<file path="src/hdl/sky_alloc_pkg.sv">
package sky_alloc_pkg;

    // request dimensions are 6-bit texel counts
    localparam int unsigned DIM_W       = 6;
    localparam int unsigned IN_TDATA_W  = 16;
    localparam int unsigned OUT_TDATA_W = 24;
    localparam int unsigned OUT_TUSER_W = 1;
    localparam int unsigned POS_W       = 8;

    typedef struct packed {
        logic clear;
        logic take;
        logic page_start;
        logic next_page;
        logic bwd_issue;
        logic fwd_start;
        logic fwd_issue;
        logic write_start;
        logic write_issue;
        logic load_result;
        logic result_full;
    } t_dp_cmd;

    typedef struct packed {
        logic clr_last;
        logic zero_dim;
        logic j_zero;
        logic j_last;
        logic fits;
        logic last_page;
        logic k_zero;
        logic out_busy;
    } t_dp_status;

endpackage

</file>
<file path="src/hdl/sky_alloc_ctrl.sv">
module sky_alloc_ctrl (
    input  logic                     i_clk,
    input  logic                     i_rst_n,
    input  logic                     i_in_valid,
    output logic                     o_in_ready,
    output sky_alloc_pkg::t_dp_cmd   o_cmd,
    input  sky_alloc_pkg::t_dp_status i_status
);

    typedef enum logic [3:0] {
        S_CLEAR,
        S_IDLE,
        S_CHECK,
        S_BWD,
        S_BWD_DRAIN,
        S_FWD,
        S_FWD_DRAIN,
        S_DECIDE,
        S_WRITE,
        S_RESULT
    } t_state;

    t_state r_state;
    t_state n_state;
    logic   r_fail;
    logic   n_fail;

    assign o_in_ready = (r_state == S_IDLE);

    always_comb begin
        n_state = r_state;
        n_fail  = r_fail;
        o_cmd   = '0;
        o_cmd.result_full = r_fail;
        unique case (r_state)
            S_CLEAR: begin
                o_cmd.clear = 1'b1;
                if (i_status.clr_last) begin
                    n_state = S_IDLE;
                end
            end
            S_IDLE: begin
                if (i_in_valid) begin
                    o_cmd.take = 1'b1;
                    n_state    = S_CHECK;
                end
            end
            S_CHECK: begin
                if (i_status.zero_dim) begin
                    n_fail  = 1'b1;
                    n_state = S_RESULT;
                end else begin
                    o_cmd.page_start = 1'b1;
                    n_state          = S_BWD;
                end
            end
            S_BWD: begin
                o_cmd.bwd_issue = 1'b1;
                if (i_status.j_zero) begin
                    n_state = S_BWD_DRAIN;
                end
            end
            S_BWD_DRAIN: begin
                o_cmd.fwd_start = 1'b1;
                n_state         = S_FWD;
            end
            S_FWD: begin
                o_cmd.fwd_issue = 1'b1;
                if (i_status.j_last) begin
                    n_state = S_FWD_DRAIN;
                end
            end
            S_FWD_DRAIN: begin
                n_state = S_DECIDE;
            end
            S_DECIDE: begin
                if (i_status.fits) begin
                    o_cmd.write_start = 1'b1;
                    n_fail            = 1'b0;
                    n_state           = S_WRITE;
                end else if (i_status.last_page) begin
                    n_fail  = 1'b1;
                    n_state = S_RESULT;
                end else begin
                    // try the next page from scratch
                    o_cmd.next_page  = 1'b1;
                    o_cmd.page_start = 1'b1;
                    n_state          = S_BWD;
                end
            end
            S_WRITE: begin
                o_cmd.write_issue = 1'b1;
                if (i_status.k_zero) begin
                    n_state = S_RESULT;
                end
            end
            S_RESULT: begin
                if (!i_status.out_busy) begin
                    o_cmd.load_result = 1'b1;
                    n_state           = S_IDLE;
                end
            end
            default: begin
                n_state = S_IDLE;
            end
        endcase
    end

    always_ff @(posedge i_clk) begin
        if (!i_rst_n) begin
            r_state <= S_CLEAR;
            r_fail  <= 1'b0;
        end else begin
            r_state <= n_state;
            r_fail  <= n_fail;
        end
    end

endmodule

</file>
<file path="config.mk">
export PLATFORM = sky130hd
export DESIGN_NAME = sky_alloc_ctrl
export DESIGN_NICKNAME = d
export VERILOG_FILES = /design/src/hdl/sky_alloc_pkg.sv /design/src/hdl/sky_alloc_ctrl.sv
export SDC_FILE = /design/constraint.sdc
export NUM_CORES = 1
export LEC_CHECK = 0
export ABC_AREA = 1
export BUFFER_PORTS_ARGS = -buffer_cell sky130_fd_sc_hd__buf_2
export CAP_MARGIN = 20
export CORE_MARGIN = 1
export CORE_UTILIZATION = 30
export CTS_BUF_LIST = sky130_fd_sc_hd__clkbuf_4 sky130_fd_sc_hd__clkbuf_8
export CTS_CLUSTER_DIAMETER = 200
export DETAILED_ROUTE_END_ITERATION = 6
export PLACE_DENSITY = 0.61
export SYNTH_ARGS = -nofsm -noshare
export SYNTH_HDL_FRONTEND = slang
export SYNTH_SLANG_ARGS = --single-unit
</file>
<file path="constraint.sdc">
create_clock -name i_clk -period 1.5 [get_ports i_clk]
set_clock_uncertainty 0.15 [all_clocks]
set_input_delay 0.3 -clock i_clk [delete_from_list [all_inputs] [get_ports i_clk]]
set_output_delay 0.3 -clock i_clk [all_outputs]
set_load 0.03 [all_outputs]
</file>
Word-level counts from Yosys, hierarchy flattened --
Index checks and enable logic that the tools add are counted.
Operators by class: equality and inequality tests 17, multiplexer cells 30, reduce and logical (&&, ||, !) cells 4
Operators by type and width (number):
- $pmux W4 S10 | 1
- $mux W4 | 9
- $eq A4 B3 Y1 const B | 4
- $mux W1 | 16
- $ne A2 B2 Y1 const B | 7
- $eq A4 B2 Y1 const B | 2
- $eq A4 B4 Y1 const B | 2
- $reduce_and A6 Y1 | 1
- $eq A4 B1 Y1 const B | 1
- $logic_not A4 Y1 | 1
- $mux W2 | 2
- $pmux W1 S2 | 2
- $ne A3 B3 Y1 const B | 1
- $reduce_and A3 Y1 | 1
- $reduce_bool A2 Y1 | 1
Word-level totals: register bits after elaboration 5, input bits 11, word-level logic and storage cells 53

Logic depth before layout (Yosys ltp) --
Gate-level depths: netlist of the first run.
depth after elaboration 3, mapped depth 9, depth with buffers taken out 9

Worst setup path before layout of the first run --
Ideal clock, no wire load.
path kind flip-flop to output port, from reg r_state[0], to out o_cmd[1] (netlist bit), data arrival time 1.536 ns, slack -0.486 ns, cell stages (with the launch flop) 5, path through dfxtp_1 > inv_1 > nor2_2 > inv_1 > nor4_1
RTL lines:
- start: declaration | line sky_alloc_ctrl.sv:23 | t_state r_state;
- start signal: assignment | line sky_alloc_ctrl.sv:114 | r_state <= n_state;
- end: declaration | line sky_alloc_ctrl.sv:6 | output sky_alloc_pkg::t_dp_cmd o_cmd,

==> results of run 1 <==
==> cells in the mapped netlist, drive strengths merged <==
master	instances
a21oi	1
buf	1
dfxtp	5
inv	20
nand2	21
nand3	10
nor2	27
nor3	1
nor4	1
o211ai	1
o21ai	3
==> cell type report <==
class,count,share of cell area (%)
multi-input combinational,65,44.26
tap,16,1.935
clock inverter,1,0.4837
timing repair buffer,42,31.80
sequential,5,11.12
inverter,20,8.223
clock buffer,3,2.177
==> worst reg2reg max path: stages, from the launching register on <==
cell and delay, ps:
sky130_fd_sc_hd__dfxtp_4 390, sky130_fd_sc_hd__nor2_4 60, sky130_fd_sc_hd__buf_4 170, sky130_fd_sc_hd__nand3_4 110, sky130_fd_sc_hd__nand3_4 80, sky130_fd_sc_hd__nor2_4 180
sky130_fd_sc_hd__nand2_1 90, sky130_fd_sc_hd__nand2_1 60, sky130_fd_sc_hd__nor2_1 30
==> per-stage QoR <==
step	TNS (ps)	util (%)	setup WS [ps]
final	-1024	68.69	-153.5
after global placement	-19.30	46.26	-13.82
after CTS	-1082	63.62	-144.5
after detailed placement	-27.94	46.26	-17.79
after global routing	-1689	68.69	-209.7
after floorplan	-137.9	-	-137.4
==> power by group through the flow <==
stage / Sequential [mW] / Clock [mW] / Combinational, mW
2_1_floorplan: 0.264 / 0 / 0.794
3_3_place_gp: 0.259 / 0 / 1.18
3_5_place_dp: 0.261 / 0 / 1.19
4_1_cts: 0.336 / 0.162 / 1.57
5_1_grt: 0.366 / 0.169 / 1.89
6_report: 0.353 / 0.158 / 1.76
==> layer usage <==
metal	vias to the layer above	part of all wire, %	GRT usage (%)
met4	0	2.8	11.25
met5	-	0	0
met3	6	5.3	3.448
met2	28	53	35.63
li1	364	-	-
met1	314	38	21.43
==> kinds of logic after synthesis <==
family | after synthesis
flip-flops | 5
buffers and inverters | 21
AND/OR/NAND/NOR | 60
AO/OA/AOI/OAI | 5
==> path summary, 6_finish.rpt <==
kind               from          to  depth (start not counted)
min reg2reg      r_fail      r_fail                          2
min             i_rst_n  r_state[3]                          3
max          r_state[0]    o_cmd[1]                          5
max reg2reg  r_state[2]  r_state[3]                          8
==> state kept, by name, indices dropped and copies added (netlist names) <==
name / cells
r_fail: 1
r_state: 4
==> timing repair <==
action | 4_1_cts | 5_1_grt
setup buffers | 11 | 1
resized for setup | 54 | 16
hold endpoints to repair | 0 | 0
endpoints found under the setup margin | 13 | 16
pin swaps | 12 | 11
==> out/results.ini, run 1 <==
[power_and_ir_drop]
comb_pwr_share_pct = 77.5
cell_internal_pwr_mw = 1.098
seqPwrFrac_pct = 15.6
power.clock.fraction_pct = 7.0
netSwitchingPower_mw = 1.170
power-per-cell-area_nw_per_um2 = 2191
peakVddDrop_v = 0.001049
power.static_leakage_nw = 0.5617
p_sw_share_pct = 51.59
p_total_mw = 2.268

[finish]
multi_input_area_sq_um = 457.9
instances_no_fill = 152
final_area_sq_um = 1035
final.fill_count = 135
nets = 148
layout.cells.most_common = sky130_fd_sc_hd__buf_4
antenna_cells = 0
most_used_cells_in_the_layout_excluding_fill_and_tap_cells = sky130_fd_sc_hd__buf_4, sky130_fd_sc_hd__nor2_1, sky130_fd_sc_hd__nand2_1
final-seq-area_sq_um = 115.1
final_layout_size_suffix_gt1_share_pct = 64.71
area_growth_syn_to_layout_pct = 114.2

[synth]
muxShareOfSynthArea_pct = 0
mapped_avg_cell_area_sq_um = 5.307
syn_nets = 102
synth_fa_ha_area_share_pct = 0
combinational_family_with_the_most_area_after_synthesis = simple AND/OR/NAND/NOR gates
synth_simple_gate_area_share_pct = 55.70
synthesis.instances = 91
yosysTopAreaCell = sky130_fd_sc_hd__dfxtp_1
synth.cell_area_sq_um = 483.0
synth.area.top_cells = sky130_fd_sc_hd__dfxtp_1, sky130_fd_sc_hd__nor2_1, sky130_fd_sc_hd__nand2_1
synthXorXnorAreaFrac_pct = 0
synth_seq_area_share_pct = 20.73
synth.lib_cells_used.distinct = 17
synth-compound-area-share_pct = 6.477
yosysTopAreaCellShare_pct = 20.73
synth-seq-cells = 5
yosys_warnings = 0

[grt]
number_of_global_route_vias_before_repair = 710
grt_overflow_total = 0
grt_pass1_wl_um = 2684
grt_antenna_before_repair = 0
track_usage_pct = 19.73
largest_net_degree_at_the_start_of_global_routing = 7

[worst_setup_path]
arrival_ps = 1200
critPathTopFamily = flip-flops
critPathBufInv = 3
crit_path_start_kind = flop
timing_worst_setup_path_type = reg2out
worst-r2r-setup-slack_ps = 60
critPathRequiredTime_ps = 1050
delay_of_the_slowest_cell_on_the_worst_path_ps = 400
timing.critical_path.fanout_max = 5
worst_path_max_delay_cell = sky130_fd_sc_hd__dfxtp_4
capturing_element_type_of_the_critical_path = output pin
crit_chain = inv_4, nor2_4, inv_2, nor4_2, buf_4

[routing]
via_count = 712
detail_route.iter0.violations = 14
finalWirelength_um = 1698
route.detailed.vias_per_inst = 4.684
drcViolationCount = 0
routedWlPerCell_um = 11.17
antenna_violating_nets_remaining = 0
drt_pass1_iterations = 4

[clock_network]
clock_insertion_delay_worst_skew_ps = 240
tritoncts = yes
cts-htree-levels = 1
numCtsBuffers = 3
clockRootBuffer = sky130_fd_sc_hd__clkbuf_4
clock_tree.buffer_depth = 2
cts-hold-fix-buffers = 0
tritoncts_num_sinks = 5
clkSlewWorstSetupHoldPaths_ps = 50

[sta]
final.hold.worst_slack_ps = 163.1
tightest_slew_ps = 202.4
setup_viol_count_final = 11
finalCritPeriodShare_pct = 110.2
grt_setup_unrepaired = true
max_fclk_mhz = 604.8
drv_slew = 0
slew_headroom_pct = 86.36
fin_ws_ps = -153.5
fin_crit_ps = 1654
hold_viol_final = 0

[run_status]
failed_checks = setup timing
status = finished with violations

[place]
port-buffer-count = 22
placed_instances = 138
place.gp.congestion = 0.7753
placement.cell_area_sq_um = 696.9
hpwlAfterDp_um = 1051

[job]
max-cap-violations = 0

[floorplanning]
floorplan.initialDensity_pct = 32.06
die_height_um = 42.13
floorplan.die.width_um = 42.13
num_io_pins = 23
design.core.area_sq_um = 1506
floorplan.die_area_sq_um = 1775
fp-row-count = 14

[worst_hold_path]
worstHoldPathType = in2reg

No activity file was read; power rests on OpenSTA's default activity.
==> run 2: changes to the inputs <==
--- a/config.mk
+++ b/config.mk
@@ -13,7 +13,7 @@
 export CTS_BUF_LIST = sky130_fd_sc_hd__clkbuf_4 sky130_fd_sc_hd__clkbuf_8
 export CTS_CLUSTER_DIAMETER = 200
 export DETAILED_ROUTE_END_ITERATION = 6
-export PLACE_DENSITY = 0.61
+export PLACE_DENSITY = 0.53
 export SYNTH_ARGS = -nofsm -noshare
 export SYNTH_HDL_FRONTEND = slang
 export SYNTH_SLANG_ARGS = --single-unit
==> out/results.ini, run 2 (same netlist as run 1, synthesis figures left out) <==
[clock_network]
cts-htree-levels = 1
tritoncts_num_sinks = 5
clockRootBuffer = sky130_fd_sc_hd__clkbuf_4
tritoncts = yes
clock_insertion_delay_worst_skew_ps = 240
clkSlewWorstSetupHoldPaths_ps = 50
numCtsBuffers = 3
clock_tree.buffer_depth = 2

[worst_setup_path]
timing.critical_path.fanout_max = 5
startpoint_of_the_most_critical_register_to_register_path = r_state[2]
crit_path_start_kind = flop
rr_endpoint = r_state[2]
delay_of_the_slowest_cell_on_the_worst_path_ps = 390
crit_chain = inv_2, nor2_2, nand2_2, o21ai_2, buf_6
capturing_element_type_of_the_critical_path = output pin
arrival_ps = 1170
worst_path_max_delay_cell = sky130_fd_sc_hd__dfxtp_4
timing_worst_setup_path_type = reg2out
worst-r2r-setup-slack_ps = -30
critPathRequiredTime_ps = 1050
timing.reg2reg.worst_path_depth = 9

[grt]
grt_antenna_before_repair = 0
largest_net_degree_at_the_start_of_global_routing = 7
grt_overflow_total = 0
track_usage_pct = 17.36
grt_pass1_wl_um = 2415
number_of_global_route_vias_before_repair = 638

[routing]
antenna_violating_nets_remaining = 0
route.detailed.vias_per_inst = 4.513
drt_pass1_iterations = 4
via_count = 677
detail_route.iter0.violations = 10
routedWlPerCell_um = 9.713
finalWirelength_um = 1457
drcViolationCount = 0

[place]
hpwlAfterDp_um = 1099
place.gp.congestion = 0.8562
placed_instances = 136
port-buffer-count = 22
placement.cell_area_sq_um = 681.9
dpl_worst_slack_ps = 6.330

[finish]
largest_register = r_state
final_layout_size_suffix_gt1_share_pct = 61.19
most_used_cells_in_the_layout_excluding_fill_and_tap_cells = sky130_fd_sc_hd__buf_4, sky130_fd_sc_hd__nor2_1, sky130_fd_sc_hd__nand2_1
nets = 146
largest_register_ff_count = 4
area_growth_syn_to_layout_pct = 95.60
final.fill_count = 136
final_area_sq_um = 944.7
final-seq-area_sq_um = 115.1
instances_no_fill = 150
antenna_cells = 0
multi_input_area_sq_um = 381.6
largest_registers = r_state (4), r_fail (1)
layout.cells.most_common = sky130_fd_sc_hd__buf_4

[sta]
drv_slew = 0
setup_viol_count_final = 14
tightest_slew_ps = 205.6
slew_headroom_pct = 86.15
fin_ws_ps = -124.0
max_fclk_mhz = 615.8
grt_setup_unrepaired = true
finalCritPeriodShare_pct = 108.3
fin_crit_ps = 1624
hold_viol_final = 0

[power_and_ir_drop]
power.clock.fraction_pct = 8.1
comb_pwr_share_pct = 76.0
p_sw_share_pct = 49.32
netSwitchingPower_mw = 1.047
cell_internal_pwr_mw = 1.076
peakVddDrop_v = 0.001100
power-per-cell-area_nw_per_um2 = 2247
power.static_leakage_nw = 0.5390
seqPwrFrac_pct = 15.9

[job]
max-cap-violations = 0

[floorplanning]
num_io_pins = 23
floorplan.die.width_um = 42.13
floorplan.initialDensity_pct = 32.06
die_height_um = 42.13
design.core.area_sq_um = 1506
fp-row-count = 14
floorplan.die_area_sq_um = 1775

[worst_hold_path]
worstHoldPathType = in2reg
min-delay-start = i_rst_n
timing.hold.worst_endpoint = r_state[1]
whs_path_depth = 3

[run_status]
status = finished with violations
failed_checks = setup timing

run 2: cell type report:
type                       instances  area share [%]
multi-input combinational         65           40.40
timing repair buffer              40           33.64
sequential                         5           12.19
inverter                          20           8.477
clock buffer                       4           3.179
tap                               16           2.119
run 2: per-stage QoR:
| stage | power, mW | setup TNS, ps | utilization, % | hold WS (ps) |
|---|---|---|---|---|
| CTS | 1.826 | -1055 | 54.48 | 174.8 |
| floorplan | 1.057 | -137.9 | - | 270.4 |
| global route | 2.310 | -2023 | 62.71 | 187.9 |
| finish | 2.122 | -837.7 | 62.71 | 178.2 |
| global placement | 1.409 | -10.64 | 45.27 | 317.8 |
| detailed placement | 1.406 | 0 | 45.27 | 321.7 |
run 2: what timing repair did:
action | in CTS | in global routing
hold buffers | 0 | 0
hold endpoints to repair | 0 | 0
setup endpoints to repair | 11 | 16
pin swaps | 0 | 4
resized for setup | 33 | 25
buffers inserted | 3 | 7
run 2: worst max-delay path: cells and delay by family (launching register included):
kind	cells	cell delay, ps
compound gates	1	170
buf+inv	2	190
flops	1	390
simple gates	2	180
run 2: worst max-delay path by stage:
stage          startpoint          to  slack, ps  cells past startpoint
6_report       r_state[1]    o_cmd[8]       -120                      5
5_1_grt        r_state[1]    o_cmd[8]       -200                      5
4_1_cts        r_state[0]    o_cmd[1]       -140                      5
3_5_place_dp   r_state[2]  r_state[1]          6                      8
3_3_place_gp   r_state[0]    o_cmd[1]        -10                      5
2_1_floorplan  r_state[0]    o_cmd[1]       -140                      4
run 2: per-layer routing:
layer / vias to the layer above / part of all wire [%] / global-route usage, %
li1: 363 / - / -
met3: 4 / 3.7 / 1.293
met2: 16 / 52 / 30.00
met5: - / 0 / 0
met1: 294 / 43 / 21.52
met4: 0 / 1.2 / 8.750
run 2: power groups by stage:
| stage | registers, mW | logic [mW] | clock network, mW |
|---|---|---|---|
| 2_1_floorplan | 0.264 | 0.794 | 0 |
| 3_3_place_gp | 0.258 | 1.15 | 0 |
| 3_5_place_dp | 0.259 | 1.15 | 0 |
| 4_1_cts | 0.305 | 1.34 | 0.177 |
| 5_1_grt | 0.352 | 1.77 | 0.188 |
| 6_report | 0.338 | 1.61 | 0.171 |
==> run 3: changes to the inputs <==
--- a/config.mk
+++ b/config.mk
@@ -8,12 +8,13 @@
 export ABC_AREA = 1
 export BUFFER_PORTS_ARGS = -buffer_cell sky130_fd_sc_hd__buf_2
 export CAP_MARGIN = 20
-export CORE_MARGIN = 1
-export CORE_UTILIZATION = 30
+export CORE_AREA = 2 2 39 41
 export CTS_BUF_LIST = sky130_fd_sc_hd__clkbuf_4 sky130_fd_sc_hd__clkbuf_8
 export CTS_CLUSTER_DIAMETER = 200
 export DETAILED_ROUTE_END_ITERATION = 6
-export PLACE_DENSITY = 0.53
+export DIE_AREA = 0 0 41 43
+export GPL_TIMING_DRIVEN = 0
+export PLACE_DENSITY = 0.62
 export SYNTH_ARGS = -nofsm -noshare
 export SYNTH_HDL_FRONTEND = slang
 export SYNTH_SLANG_ARGS = --single-unit
==> out/results.ini, run 3 (same netlist as run 1, synthesis figures left out) <==
[grt]
number_of_global_route_vias_before_repair = 560
track_usage_pct = 19.40
grt_antenna_before_repair = 0
grt_overflow_total = 0
largest_net_degree_at_the_start_of_global_routing = 7
grt_pass1_wl_um = 2366

[sta]
tightest_slew_ps = 213.4
drv_slew = 0
max_fclk_mhz = 605.4
setup_viol_count_final = 15
slew_headroom_pct = 85.62
finalCritPeriodShare_pct = 110.1
hold_viol_final = 0
fin_crit_ps = 1652
final.hold.worst_slack_ps = 167.4
fin_ws_ps = -151.9
grt_setup_unrepaired = true

[finish]
antenna_cells = 0
final_core_util_pct = 64.29
largest_register = r_state
most_used_cells_in_the_layout_excluding_fill_and_tap_cells = sky130_fd_sc_hd__nor2_1, sky130_fd_sc_hd__nand2_1, sky130_fd_sc_hd__buf_4
instances_no_fill = 145
area_growth_syn_to_layout_pct = 84.20
nets = 141
final_layout_size_suffix_gt1_share_pct = 56.59
final.fill_count = 127
largest_register_ff_count = 4
largest_registers = r_state (4), r_fail (1)
layout.cells.most_common = sky130_fd_sc_hd__nor2_1

[place]
dpl_worst_slack_ps = -99.43
hpwlAfterDp_um = 950.9
placed_instances = 129
place.gp.congestion = 0.7403
port-buffer-count = 22

[floorplanning]
design.core.area_sq_um = 1384
floorplan.die.width_um = 41
num_io_pins = 23
floorplan.initialDensity_pct = 34.90
floorplan.die_area_sq_um = 1763
fp-row-count = 14
die_height_um = 43

[clock_network]
numCtsBuffers = 3
clkSlewWorstSetupHoldPaths_ps = 40
tritoncts_num_sinks = 5
clock_insertion_delay_worst_skew_ps = 240
cts-htree-levels = 1
tritoncts = yes
clockRootBuffer = sky130_fd_sc_hd__clkbuf_4
clock_tree.buffer_depth = 2

[worst_setup_path]
delay_of_the_slowest_cell_on_the_worst_path_ps = 380
timing.reg2reg.worst_path_depth = 9
arrival_ps = 1200
critPathRequiredTime_ps = 1050
timing.critical_path.fanout_max = 5
startpoint_of_the_most_critical_register_to_register_path = r_state[2]
worst-r2r-setup-slack_ps = -60
worst_path_max_delay_cell = sky130_fd_sc_hd__dfxtp_4
critPathTopFamily = flip-flops
critPathBufInv = 3
crit_chain = inv_4, nor2_4, inv_2, nor4_4, buf_6
timing_worst_setup_path_type = reg2out
rr_endpoint = r_state[1]
capturing_element_type_of_the_critical_path = output pin
crit_path_start_kind = flop

[worst_hold_path]
whs_path_depth = 3
worstHoldPathType = in2reg
min-delay-start = i_rst_n
timing.hold.worst_endpoint = r_state[2]

[routing]
route.detailed.vias_per_inst = 4.634
drt_pass1_iterations = 4
via_count = 672
finalWirelength_um = 1449
drcViolationCount = 0
routedWlPerCell_um = 9.993
detail_route.iter0.violations = 7
antenna_violating_nets_remaining = 0

[run_status]
status = finished with violations
failed_checks = setup timing

[power_and_ir_drop]
netSwitchingPower_mw = 1.015
seqPwrFrac_pct = 17.3
comb_pwr_share_pct = 74.1
p_sw_share_pct = 50.81
peakVddDrop_v = 0.001286
p_total_mw = 1.999
power.clock.fraction_pct = 8.6
power.static_leakage_nw = 0.5127
power-per-cell-area_nw_per_um2 = 2247
cell_internal_pwr_mw = 0.9831

[job]
max-cap-violations = 0

==> run 3: repair_timing <==
action                     in CTS  in global routing
pin swaps                       7                  5
hold buffers                    0                  0
buffers inserted               11                  1
gates resized for setup        42                  9
setup endpoints to repair      11                 16
==> run 3: worst max-delay path by stage <==
stage                           from  endpoint  slack, ps  depth (start not counted)
after detailed placement  r_state[2]  o_cmd[8]       -100                          5
after floorplan           r_state[0]  o_cmd[1]       -140                          4
final                     r_state[0]  o_cmd[1]       -150                          5
after CTS                 r_state[2]  o_cmd[8]       -160                          4
after global placement    r_state[2]  o_cmd[8]       -100                          4
after global routing      r_state[0]  o_cmd[1]       -240                          5
==> run 3: layer usage <==
| metal | vias up | global-route usage, % | wire length [um] |
|---|---|---|---|
| li1 | 356 | - | - |
| met3 | 2 | 4.712 | 82 |
| met1 | 291 | 25.48 | 611 |
| met5 | - | 0 | 0 |
| met4 | 0 | 4.000 | 13 |
| met2 | 23 | 30.94 | 741 |
==> run 3: per-stage QoR <==
stage	instance area [sq um]	TNS [ps]
6_report	889.6	-1250
2_1_floorplan	499.2	-137.9
4_1_cts	850.8	-1077
5_1_grt	889.6	-2476
3_3_place_gp	629.4	-225.7
3_5_place_dp	629.4	-215.1
==> run 3: worst reg2reg max path: cells and delay by family, from the launching register on <==
family | cells | cell delay [ps]
buffers and inverters | 2 | 230
and+or+nand+nor | 7 | 670
DFF | 1 | 400
==> run 3: power groups by stage <==
stage	Clock [mW]	Sequential [mW]	Combinational [mW]
after floorplan	0	0.264	0.794
after global placement	0	0.278	1.00
after detailed placement	0	0.280	1.00
after CTS	0.179	0.329	1.37
after global routing	0.190	0.355	1.64
final	0.172	0.346	1.48
==> run 3: cell type report <==
type | count | area [sq um] | share of cell area, %
plain buffers | 1 | 7.507 | 0.8439
clock buffers | 4 | 30.03 | 3.376
inverters | 20 | 82.58 | 9.283
multi-input cells | 65 | 372.9 | 41.91
flip-flops and latches | 5 | 115.1 | 12.94
well taps | 16 | 20.02 | 2.250
repair buffers | 34 | 261.5 | 29.40
